`src/hw/rtl/three_axis_pid_controller_defines.svh`:
```
// ----------------------------------------------------------------------------
// three-axis pid controller assertion macros
// shared concurrent assertion forms for the controller and its divider
// ----------------------------------------------------------------------------
`ifndef THREE_AXIS_PID_CONTROLLER_DEFINES_SVH
`define THREE_AXIS_PID_CONTROLLER_DEFINES_SVH

// consequent must hold in the same cycle as the antecedent
`define TAPC_ASSERT_SAME(lbl, clk, rst_n, ante, cons) \
    lbl: assert property (@(posedge clk) disable iff (!rst_n) (ante) |-> (cons)) \
        else $error("tapc same-cycle check failed");

// consequent must hold in the cycle after the antecedent
`define TAPC_ASSERT_NEXT(lbl, clk, rst_n, ante, cons) \
    lbl: assert property (@(posedge clk) disable iff (!rst_n) (ante) |=> (cons)) \
        else $error("tapc next-cycle check failed");

`endif

```
`src/hw/rtl/tapc_pkg.sv`:
```
// ----------------------------------------------------------------------------
// tapc_pkg
// shared types and constants of the three-axis pid controller
// ----------------------------------------------------------------------------
package tapc_pkg;

    // operations of an input item
    localparam logic OP_STEP  = 1'b0;
    localparam logic OP_CLEAR = 1'b1;

    // axis codes
    localparam logic [1:0] AXIS_ROLL    = 2'd0;
    localparam logic [1:0] AXIS_PITCH   = 2'd1;
    localparam logic [1:0] AXIS_YAW     = 2'd2;
    localparam logic [1:0] AXIS_INVALID = 2'd3;

    // configuration register indexes
    localparam logic [1:0] CFG_ROLL_GAINS  = 2'd0;
    localparam logic [1:0] CFG_PITCH_GAINS = 2'd1;
    localparam logic [1:0] CFG_YAW_GAINS   = 2'd2;
    localparam logic [1:0] CFG_INT_LIMIT   = 2'd3;

    // reset values of the configuration registers
    localparam logic [47:0] RST_ROLL_GAINS  = 48'd1760950032384;
    localparam logic [47:0] RST_PITCH_GAINS = 48'd1760950032384;
    localparam logic [47:0] RST_YAW_GAINS   = 48'd1760941973504;
    localparam logic [30:0] RST_INT_LIMIT   = 31'd3276800;

    // saturation bounds of a signed 32-bit value
    localparam logic signed [31:0] S32_MAX = 32'sh7FFF_FFFF;
    localparam logic signed [31:0] S32_MIN = 32'sh8000_0000;

    // divider dividend width: sign-free |diff| (33) plus 16 fraction bits, padded even
    localparam int DIV_NUM_W = 50;
    localparam logic [4:0] DIV_STEPS = 5'd25;

    // request to the derivative divider
    typedef struct packed {
        logic               start;
        logic signed [32:0] diff;
        logic [15:0]        den;
    } t_div_req;

    // answer of the derivative divider
    typedef struct packed {
        logic               done;
        logic signed [31:0] quot;
    } t_div_rsp;

endpackage

```
`src/hw/rtl/tapc_div.sv`:
```
// ----------------------------------------------------------------------------
// tapc_div
// iterative radix-2 divider, two quotient bits per cycle, forms the
// saturated derivative (diff * 65536) / den truncated toward zero
// ----------------------------------------------------------------------------
`include "three_axis_pid_controller_defines.svh"

module tapc_div
    import tapc_pkg::*;
(
    input  logic     i_clk,
    input  logic     i_rst_n,
    input  t_div_req i_req,
    output t_div_rsp o_rsp
);

    logic [4:0]           r_cnt;
    logic                 r_done;
    logic                 r_neg;
    logic [DIV_NUM_W-1:0] r_num;
    logic [15:0]          r_rem;
    logic [15:0]          r_den;

    logic [32:0] w_mag;
    logic [16:0] w_t1;
    logic [16:0] w_t2;
    logic        w_ge1;
    logic        w_ge2;
    logic [15:0] w_rem1;
    logic [15:0] w_rem2;
    logic        w_pos_ovf;
    logic        w_neg_ovf;

    // magnitude of the error change
    assign w_mag = i_req.diff[32] ? (33'd0 - i_req.diff) : i_req.diff;

    // two restoring compare-subtract steps
    always_comb begin
        w_t1   = {r_rem, r_num[DIV_NUM_W-1]};
        w_ge1  = (w_t1 >= {1'b0, r_den});
        w_rem1 = w_ge1 ? 16'(w_t1 - {1'b0, r_den}) : w_t1[15:0];
        w_t2   = {w_rem1, r_num[DIV_NUM_W-2]};
        w_ge2  = (w_t2 >= {1'b0, r_den});
        w_rem2 = w_ge2 ? 16'(w_t2 - {1'b0, r_den}) : w_t2[15:0];
    end

    // iteration sequencer; quotient bits shift in at the bottom of r_num
    always_ff @(posedge i_clk) begin
        if (!i_rst_n) begin
            r_cnt  <= 5'd0;
            r_done <= 1'b0;
        end else begin
            r_done <= 1'b0;
            if (i_req.start) begin
                r_cnt <= DIV_STEPS;
            end else if (r_cnt != 5'd0) begin
                r_cnt <= r_cnt - 5'd1;
                if (r_cnt == 5'd1) begin
                    r_done <= 1'b1;
                end
            end
        end
    end

    // datapath registers
    always_ff @(posedge i_clk) begin
        if (i_req.start) begin
            r_neg <= i_req.diff[32];
            r_num <= {1'b0, w_mag, 16'd0};
            r_rem <= 16'd0;
            r_den <= i_req.den;
        end else if (r_cnt != 5'd0) begin
            r_num <= {r_num[DIV_NUM_W-3:0], w_ge1, w_ge2};
            r_rem <= w_rem2;
        end
    end

    // sign and saturate the quotient magnitude
    assign w_pos_ovf = |r_num[DIV_NUM_W-1:31];
    assign w_neg_ovf = (|r_num[DIV_NUM_W-1:32]) || (r_num[31] && (|r_num[30:0]));

    always_comb begin
        o_rsp.done = r_done;
        if (r_neg) begin
            o_rsp.quot = w_neg_ovf ? S32_MIN : $signed(32'd0 - r_num[31:0]);
        end else begin
            o_rsp.quot = w_pos_ovf ? S32_MAX : $signed(r_num[31:0]);
        end
    end

    // partial remainder stays below the divisor while iterating
    `TAPC_ASSERT_SAME(a_rem_below_den, i_clk, i_rst_n, r_cnt != 5'd0, r_rem < r_den)
    // a division is never started with a zero divisor
    `TAPC_ASSERT_SAME(a_den_nonzero, i_clk, i_rst_n, i_req.start, i_req.den != 16'd0)
    // done follows the last iteration
    `TAPC_ASSERT_NEXT(a_done_after_last, i_clk, i_rst_n, r_cnt == 5'd1 && !i_req.start, r_done)

endmodule

```
`src/hw/rtl/three_axis_pid_controller.sv`:
```
// ----------------------------------------------------------------------------
// three_axis_pid_controller: roll, pitch and yaw pid loops in signed q16.16
// one item in flight: input is taken only in idle, after the previous result is loaded
// a step goes through error, integral, divider wait, gain products and accumulate;
// with a zero time step the divider is not started and the derivative is zero
// clear items stay in idle; sync active-low reset zeroes integrals and restores gains
// ----------------------------------------------------------------------------
`include "three_axis_pid_controller_defines.svh"

module three_axis_pid_controller
    import tapc_pkg::*;
(
    input  logic               i_clk,
    input  logic               i_rst_n,
    // configuration writes
    input  logic               i_cfg_we,
    input  logic [1:0]         i_cfg_index,
    input  logic [47:0]        i_cfg_data,
    // input channel
    input  logic               i_valid,
    output logic               o_ready,
    input  logic               i_op,
    input  logic [1:0]         i_axis,
    input  logic signed [31:0] i_measured,
    input  logic signed [31:0] i_target,
    input  logic [15:0]        i_time_step,
    // result channel
    output logic               o_valid,
    input  logic               i_ready,
    output logic [1:0]         o_result_axis,
    output logic signed [31:0] o_drive
);

    // sequencer states
    localparam logic [3:0] S_IDLE   = 4'd0;
    localparam logic [3:0] S_ERR    = 4'd1;
    localparam logic [3:0] S_INT    = 4'd2;
    localparam logic [3:0] S_INTADD = 4'd3;
    localparam logic [3:0] S_DIV    = 4'd4;
    localparam logic [3:0] S_MP     = 4'd5;
    localparam logic [3:0] S_MI     = 4'd6;
    localparam logic [3:0] S_MD     = 4'd7;
    localparam logic [3:0] S_ACC    = 4'd8;
    localparam logic [3:0] S_DONE   = 4'd9;

    logic [3:0]         r_state;
    logic [3:0]         n_state;
    logic [1:0]         r_axis;
    logic signed [31:0] r_meas;
    logic signed [31:0] r_targ;
    logic [15:0]        r_dt;
    logic signed [31:0] r_err;
    logic signed [31:0] r_integ;
    logic signed [31:0] r_deriv;
    logic signed [48:0] r_prod;
    logic signed [49:0] r_acc;
    logic               r_out_valid;
    logic [1:0]         r_out_axis;
    logic signed [31:0] r_out_drive;
    logic [47:0]        r_gains [3];
    logic [30:0]        r_limit;
    logic signed [31:0] r_integral [3];
    logic signed [31:0] r_last_err [3];

    logic               w_in_xfer;
    logic               w_out_load;
    logic [47:0]        w_gain;
    logic signed [32:0] w_err_raw;
    logic signed [31:0] w_err_sat;
    logic signed [33:0] w_int_sum;
    logic signed [33:0] w_lim_pos;
    logic signed [33:0] w_lim_neg;
    logic signed [31:0] w_int_clamp;
    logic signed [31:0] w_mul_a;
    logic signed [16:0] w_mul_b;
    logic signed [37:0] w_shifted;
    logic signed [31:0] w_drive_sat;
    t_div_req           w_div_req;
    t_div_rsp           w_div_rsp;

    assign o_ready       = (r_state == S_IDLE);
    assign w_in_xfer     = i_valid && o_ready;
    assign w_out_load    = (r_state == S_DONE) && (!r_out_valid || i_ready);
    assign o_valid       = r_out_valid;
    assign o_result_axis = r_out_axis;
    assign o_drive       = r_out_drive;

    // gains of the active axis
    always_comb begin
        case (r_axis)
            AXIS_ROLL:  w_gain = r_gains[0];
            AXIS_PITCH: w_gain = r_gains[1];
            AXIS_YAW:   w_gain = r_gains[2];
            default:    w_gain = 48'd0;
        endcase
    end

    // saturated error
    always_comb begin
        w_err_raw = {r_targ[31], r_targ} - {r_meas[31], r_meas};
        if (w_err_raw[32] != w_err_raw[31]) begin
            w_err_sat = w_err_raw[32] ? S32_MIN : S32_MAX;
        end else begin
            w_err_sat = w_err_raw[31:0];
        end
    end

    // integral update with floor shift of the increment and clamp
    always_comb begin
        w_int_sum = {{2{r_integral[r_axis][31]}}, r_integral[r_axis]}
                  + {r_prod[48], r_prod[48:16]};
        w_lim_pos = {3'b000, r_limit};
        w_lim_neg = 34'sd0 - w_lim_pos;
        if (w_int_sum > w_lim_pos) begin
            w_int_clamp = w_lim_pos[31:0];
        end else if (w_int_sum < w_lim_neg) begin
            w_int_clamp = w_lim_neg[31:0];
        end else begin
            w_int_clamp = w_int_sum[31:0];
        end
    end

    // shared multiplier operand select
    always_comb begin
        case (r_state)
            S_INT: begin
                w_mul_a = r_err;
                w_mul_b = $signed({1'b0, r_dt});
            end
            S_MP: begin
                w_mul_a = r_err;
                w_mul_b = $signed({w_gain[15], w_gain[15:0]});
            end
            S_MI: begin
                w_mul_a = r_integ;
                w_mul_b = $signed({w_gain[31], w_gain[31:16]});
            end
            S_MD: begin
                w_mul_a = r_deriv;
                w_mul_b = $signed({w_gain[47], w_gain[47:32]});
            end
            default: begin
                w_mul_a = r_err;
                w_mul_b = 17'sd0;
            end
        endcase
    end

    // drive: floor shift by 12 and saturate
    always_comb begin
        w_shifted = r_acc[49:12];
        if (!w_shifted[37] && (|w_shifted[36:31])) begin
            w_drive_sat = S32_MAX;
        end else if (w_shifted[37] && !(&w_shifted[36:31])) begin
            w_drive_sat = S32_MIN;
        end else begin
            w_drive_sat = w_shifted[31:0];
        end
    end

    // divider request, issued once the error is known
    always_comb begin
        w_div_req.start = (r_state == S_INT) && (r_dt != 16'd0);
        w_div_req.diff  = {r_err[31], r_err} - {r_last_err[r_axis][31], r_last_err[r_axis]};
        w_div_req.den   = r_dt;
    end

    tapc_div u_div (
        .i_clk   (i_clk),
        .i_rst_n (i_rst_n),
        .i_req   (w_div_req),
        .o_rsp   (w_div_rsp)
    );

    // next state
    always_comb begin
        n_state = r_state;
        case (r_state)
            S_IDLE: begin
                if (w_in_xfer && i_op == OP_STEP && i_axis != AXIS_INVALID) begin
                    n_state = S_ERR;
                end
            end
            S_ERR:    n_state = S_INT;
            S_INT:    n_state = S_INTADD;
            S_INTADD: n_state = S_DIV;
            S_DIV: begin
                if (r_dt == 16'd0 || w_div_rsp.done) begin
                    n_state = S_MP;
                end
            end
            S_MP:     n_state = S_MI;
            S_MI:     n_state = S_MD;
            S_MD:     n_state = S_ACC;
            S_ACC:    n_state = S_DONE;
            S_DONE: begin
                if (w_out_load) begin
                    n_state = S_IDLE;
                end
            end
            default:  n_state = S_IDLE;
        endcase
    end

    // control state, configuration and loop state
    always_ff @(posedge i_clk) begin
        if (!i_rst_n) begin
            r_state     <= S_IDLE;
            r_out_valid <= 1'b0;
            r_gains[0]  <= RST_ROLL_GAINS;
            r_gains[1]  <= RST_PITCH_GAINS;
            r_gains[2]  <= RST_YAW_GAINS;
            r_limit     <= RST_INT_LIMIT;
            for (int i = 0; i < 3; i++) begin
                r_integral[i] <= 32'sd0;
                r_last_err[i] <= 32'sd0;
            end
        end else begin
            r_state <= n_state;

            // configuration writes
            if (i_cfg_we) begin
                case (i_cfg_index)
                    CFG_ROLL_GAINS:  r_gains[0] <= i_cfg_data;
                    CFG_PITCH_GAINS: r_gains[1] <= i_cfg_data;
                    CFG_YAW_GAINS:   r_gains[2] <= i_cfg_data;
                    CFG_INT_LIMIT:   r_limit    <= i_cfg_data[30:0];
                    default:         r_limit    <= r_limit;
                endcase
            end

            // clear item zeroes every integral
            if (w_in_xfer && i_op == OP_CLEAR) begin
                for (int i = 0; i < 3; i++) begin
                    r_integral[i] <= 32'sd0;
                end
            end

            if (r_state == S_INT) begin
                r_last_err[r_axis] <= r_err;
            end
            if (r_state == S_INTADD) begin
                r_integral[r_axis] <= w_int_clamp;
            end

            // result register
            if (w_out_load) begin
                r_out_valid <= 1'b1;
            end else if (r_out_valid && i_ready) begin
                r_out_valid <= 1'b0;
            end
        end
    end

    // datapath registers
    always_ff @(posedge i_clk) begin
        r_prod <= w_mul_a * w_mul_b;
        if (w_in_xfer) begin
            r_axis <= i_axis;
            r_meas <= i_measured;
            r_targ <= i_target;
            r_dt   <= i_time_step;
        end
        case (r_state)
            S_ERR:    r_err   <= w_err_sat;
            S_INTADD: r_integ <= w_int_clamp;
            S_DIV:    r_deriv <= (r_dt == 16'd0) ? 32'sd0 : w_div_rsp.quot;
            S_MI:     r_acc   <= {r_prod[48], r_prod};
            S_MD:     r_acc   <= r_acc + {r_prod[48], r_prod};
            S_ACC:    r_acc   <= r_acc + {r_prod[48], r_prod};
            default:  r_acc   <= r_acc;
        endcase
        if (w_out_load) begin
            r_out_axis  <= r_axis;
            r_out_drive <= w_drive_sat;
        end
    end

    // integral used for the drive is within the clamp
    `TAPC_ASSERT_SAME(a_integ_clamped, i_clk, i_rst_n, r_state == S_MI, r_integ <= $signed({1'b0, r_limit}) && r_integ >= -$signed({1'b0, r_limit}))
    // divider completes only while the sequencer waits for it
    `TAPC_ASSERT_SAME(a_div_done_in_wait, i_clk, i_rst_n, w_div_rsp.done, r_state == S_DIV)
    // finishing an item always presents a result
    `TAPC_ASSERT_NEXT(a_done_gives_result, i_clk, i_rst_n, w_out_load, r_out_valid && r_state == S_IDLE)
    // a clear transfer leaves every integral at zero
    `TAPC_ASSERT_NEXT(a_clear_zeroes, i_clk, i_rst_n, w_in_xfer && i_op == OP_CLEAR, r_integral[0] == 32'sd0 && r_integral[1] == 32'sd0 && r_integral[2] == 32'sd0)

endmodule
```
`config.mk`:
```
export PLATFORM = sky130hd
export DESIGN_NAME = three_axis_pid_controller
export DESIGN_NICKNAME = d
export VERILOG_FILES = /design/src/hw/rtl/tapc_pkg.sv /design/src/hw/rtl/tapc_div.sv /design/src/hw/rtl/three_axis_pid_controller.sv
export VERILOG_INCLUDE_DIRS = /design/src /design/src/hw/rtl
export SDC_FILE = /design/constraint.sdc
export NUM_CORES = 2
export LEC_CHECK = 0
export BUFFER_PORTS_ARGS = -buffer_cell sky130_fd_sc_hd__buf_2
export CAP_MARGIN = 15
export CORE_MARGIN = 3
export CORE_UTILIZATION = 64
export CTS_CLUSTER_SIZE = 25
export DETAILED_ROUTE_END_ITERATION = 12
export HOLD_SLACK_MARGIN = 0.1
export PLACE_DENSITY = 0.87
export SYNTH_ARGS = -nofsm -noshare
export SYNTH_HDL_FRONTEND = slang
export SYNTH_SLANG_ARGS = --single-unit
export TNS_END_PERCENT = 100
```
`constraint.sdc`:
```
create_clock -name i_clk -period 11.1 [get_ports i_clk]
set_clock_uncertainty 0.2 [all_clocks]
set_input_delay 1.11 -clock i_clk [delete_from_list [all_inputs] [get_ports i_clk]]
set_output_delay 1.11 -clock i_clk [all_outputs]
set_load 0.03 [all_outputs]
```
==> run metrics <==
CP max-delay cell o21ai_0; met2 usage around 56%; antenna violations before repair 18; Crit. End Element flip-flop; FF/Latch Area between 0.02 and 0.025 mm²; Max stage delay on crit path roughly 0.75 ns; max-cap violation count 0; RSZ-0062 raised after global routing no; met3 usage 9.606%; root buf cell clkbuf_16; HP Start r_limit[1]; Port Buffers ~170; Seq/Total Area, Yosys 37.30%; post-route insts no fill 7729; highest net fanout along the worst path 29; first-pass GRT wire length just under 300000 µm; R2R depth 28; most frequent CP cell fa_1; Starting DRT DRC Count roughly 6300; dpl cells approximately 7600; I/O Pins approximately 170; number of library cell types mapped by synthesis between 80 and 90; layout cells sized above 1 8.174%; drc violations 0; peak supply drop ~170 µV; post-CTS setup buffers 0; Reg clk slew, reported paths ~0.07 ns; H-tree lvl count 3; post-synthesis net count roughly 7300; Die ar. about 0.10 mm²; slew margin rel. 13.61%; Rows between 100 and 150; Synth Cell Area 0.06409 mm²; most frequent cells in the layout inv_1 (763), edfxtp_1 (712), nand2_1 (627), nor2_1 (563), fa_1 (527); fin crit period a little over 10 ns; pin count of the biggest net entering global routing approximately 90; Worst-Margin Slew ~1.3 ns; 1st-pass router iterations 8; Seq cells post-synth about 840; cell count after synthesis ~6300; Fillers roughly 6900; commonest non-fill, non-tap cell in the layout inv_1; Hold EP r_limit[1]; CTS Buf Count 86; Final Hold Viols 0; vias per inst between 6 and 7; GR peak layer met2; endpoints failing setup 0; total track usage between 30% and 40%; top_reg_cell synth edfxtp_1; Area Overhead vs Synth 8.337%; vias ~50000; CTS Hold Buffers Added 0; Initial Utilization between 60% and 70%; Final Cycle Share 91.91%; CTS tree yes; Routed Antenna Nets 0; WHS Path Cells 2; status finished clean; asr flop ratio synth 0%; GP Congestion between 1 and 1.5; post-DP HPWL ~140000 µm; Post-CTS Resized 0; r2r endpoint r_prod[43]; Setup TNS 0 ns; final wirelength between 150000 and 200000 µm; Die H ~320 µm; area taken by multi-input logic gates between 0.03 and 0.04 mm²; met1 Track Usage GR a little under half; Worst-Skew Late Latency roughly 0.72 ns; Ys Warns 0; clk sinks about 840; number of synthesized flops with an enable pin approximately 700; Arrival @ worst endpoint approximately 11 ns; Power Dens Cells 210.6 mW/mm²; Clock Tree Buf Depth 3; Fmax 98.02 MHz; routed len/inst between 20 and 25 µm; RR Startpoint r_state[3]; vias in the first global route roughly 50000; Hold WC Path Type flip-flop to flip-flop; Chip Width 322.4 µm; Worst R2R Setup Slack 0.90 ns; Post-Syn Area per Cell a little over 10 µm²; leakage about 0.03 µW; Slew Viols, Final 0; WS Path Type flip-flop to flip-flop; NumNets Final between 7000 and 8000; startpoint types flip-flop; area of the core between 0.09 and 0.1 mm²; total gr overflow 0; Crit path required time roughly 11 ns
state kept, by name, summed over array words and instances (netlist names), 2 cells and up, named ones only:
name           count
r_axis             2
r_gains          144
r_last_err       128
r_targ            32
r_err             32
r_prod            49
r_dt              16
u_div.r_rem       16
r_state            4
u_div.r_den       16
u_div.r_cnt        5
r_deriv           32
o_result_axis      2
r_limit           31
r_meas            32
u_div.r_num       50
o_drive           32
r_integ           32
r_integral       128
r_acc             50
worst max-delay path, delay by kind of cell (launching register included):
family                     cells  cell delay (ns)
and+or+nand+nor                7             2.05
adders and majority gates      7             3.25
buffers and inverters          4             0.48
DFF                            1             0.65
xor gates and xnor gates       1             0.14
AOI/OAI and AO/OA              9             3.28
cells by family (layout without fill, tap and decap cells):
logic type                 after synthesis  after routing  share of synthesized area (%)
AOI/OAI and AO/OA                     1240           1240                          12.18
xor gates and xnor gates               254            254                          3.471
adders and majority gates              898            898                          23.67
buffers and inverters                 1031           1170                          6.060
DFF                                    838            838                          37.30
muxes                                  162            162                          3.793
other                                    0              7                              0
and+or+nand+nor                       1873           1873                          13.52
synth_stat cells (all sizes together) (10+ instances only):
cell type	instances	area [µm²]
nor4	26	162.7
a21boi	46	345.3
xnor2	177	1550
ha	363	4542
mux2i	91	910.9
a211o	12	105.1
o21bai	22	165.2
nand2	634	2380
a21oi	285	1426
inv	763	2864
edfxtp	712	21380
nor2b	38	237.7
buf	28	111.4
a31oi	64	400.4
a2bb2oi	10	87.58
mux4	64	1441
o21ai	361	1807
and4	12	105.1
nand4	45	281.5
nor3	78	406.6
nand4b	16	140.1
nand2b	94	588.1
a211oi	37	277.8
a22o	10	87.58
xor2	77	674.4
fa	527	10550
clkbuf	239	904.6
o21a	100	750.7
or2	13	81.33
nor2	571	2143
or3	27	198.9
and2	161	1007
and3	37	231.5
o211ai	29	217.7
a311oi	10	87.58
o31ai	31	232.7
a21o	111	833.3
a221oi	16	140.1
nand3	94	470.5
a22oi	16	120.1
dfxtp	126	2522
report_power, final:
| part | leakage [µW] | total (µW) | switching [µW] | internal [µW] |
|---|---|---|---|---|
| clock | 0.00141 | 3010 | 1310 | 1700 |
| sequential | 0.00798 | 4440 | 451 | 3990 |
| combinational | 0.0205 | 7170 | 4550 | 2630 |
| total | 0.0299 | 14600 | 6310 | 8320 |
worst max-delay path by stage:
stage	slack, ns	depth (start not counted)	start	to
floorplan	2.38	30	r_axis[0]	r_prod[43]
global placement	1.59	29	r_axis[0]	r_prod[43]
finish	0.90	28	r_state[3]	r_prod[43]
global route	0.45	28	r_state[3]	r_prod[43]
detailed placement	1.36	30	r_axis[0]	r_prod[43]
CTS	1.19	30	r_axis[0]	r_prod[43]
cell type report:
type                    instances  share of cell area, %
diodes                          7                0.02523
clock buffers                 106                  3.312
clock inverters                47                 0.8903
inverters                     764                  4.130
multi-input cells            4427                  52.76
flip-flops and latches        838                  34.44
well taps                    1287                  2.319
repair buffers                253                  2.130
metal layers:
metal	share of wire, %	vias to the layer above
met1	37	24240
met3	12	713
met4	6.0	14
met5	0.045	-
met2	45	3253
li1	-	21713
per-stage QoR:
stage	total power, µW	hold WS [ns]	setup slack, ns	util (%)	instance area (µm²)
2_1_floorplan	9317	0.2435	2.382	-	64090
3_3_place_gp	11150	0.2551	1.591	67.26	66490
3_5_place_dp	11370	0.2713	1.361	67.26	66490
4_1_cts	14420	0.2799	1.191	70.22	69410
5_1_grt	15470	0.2994	0.4455	70.22	69410
6_report	14630	0.2746	0.8983	70.24	69430
Note: power is estimated with default switching activity, not from simulation.
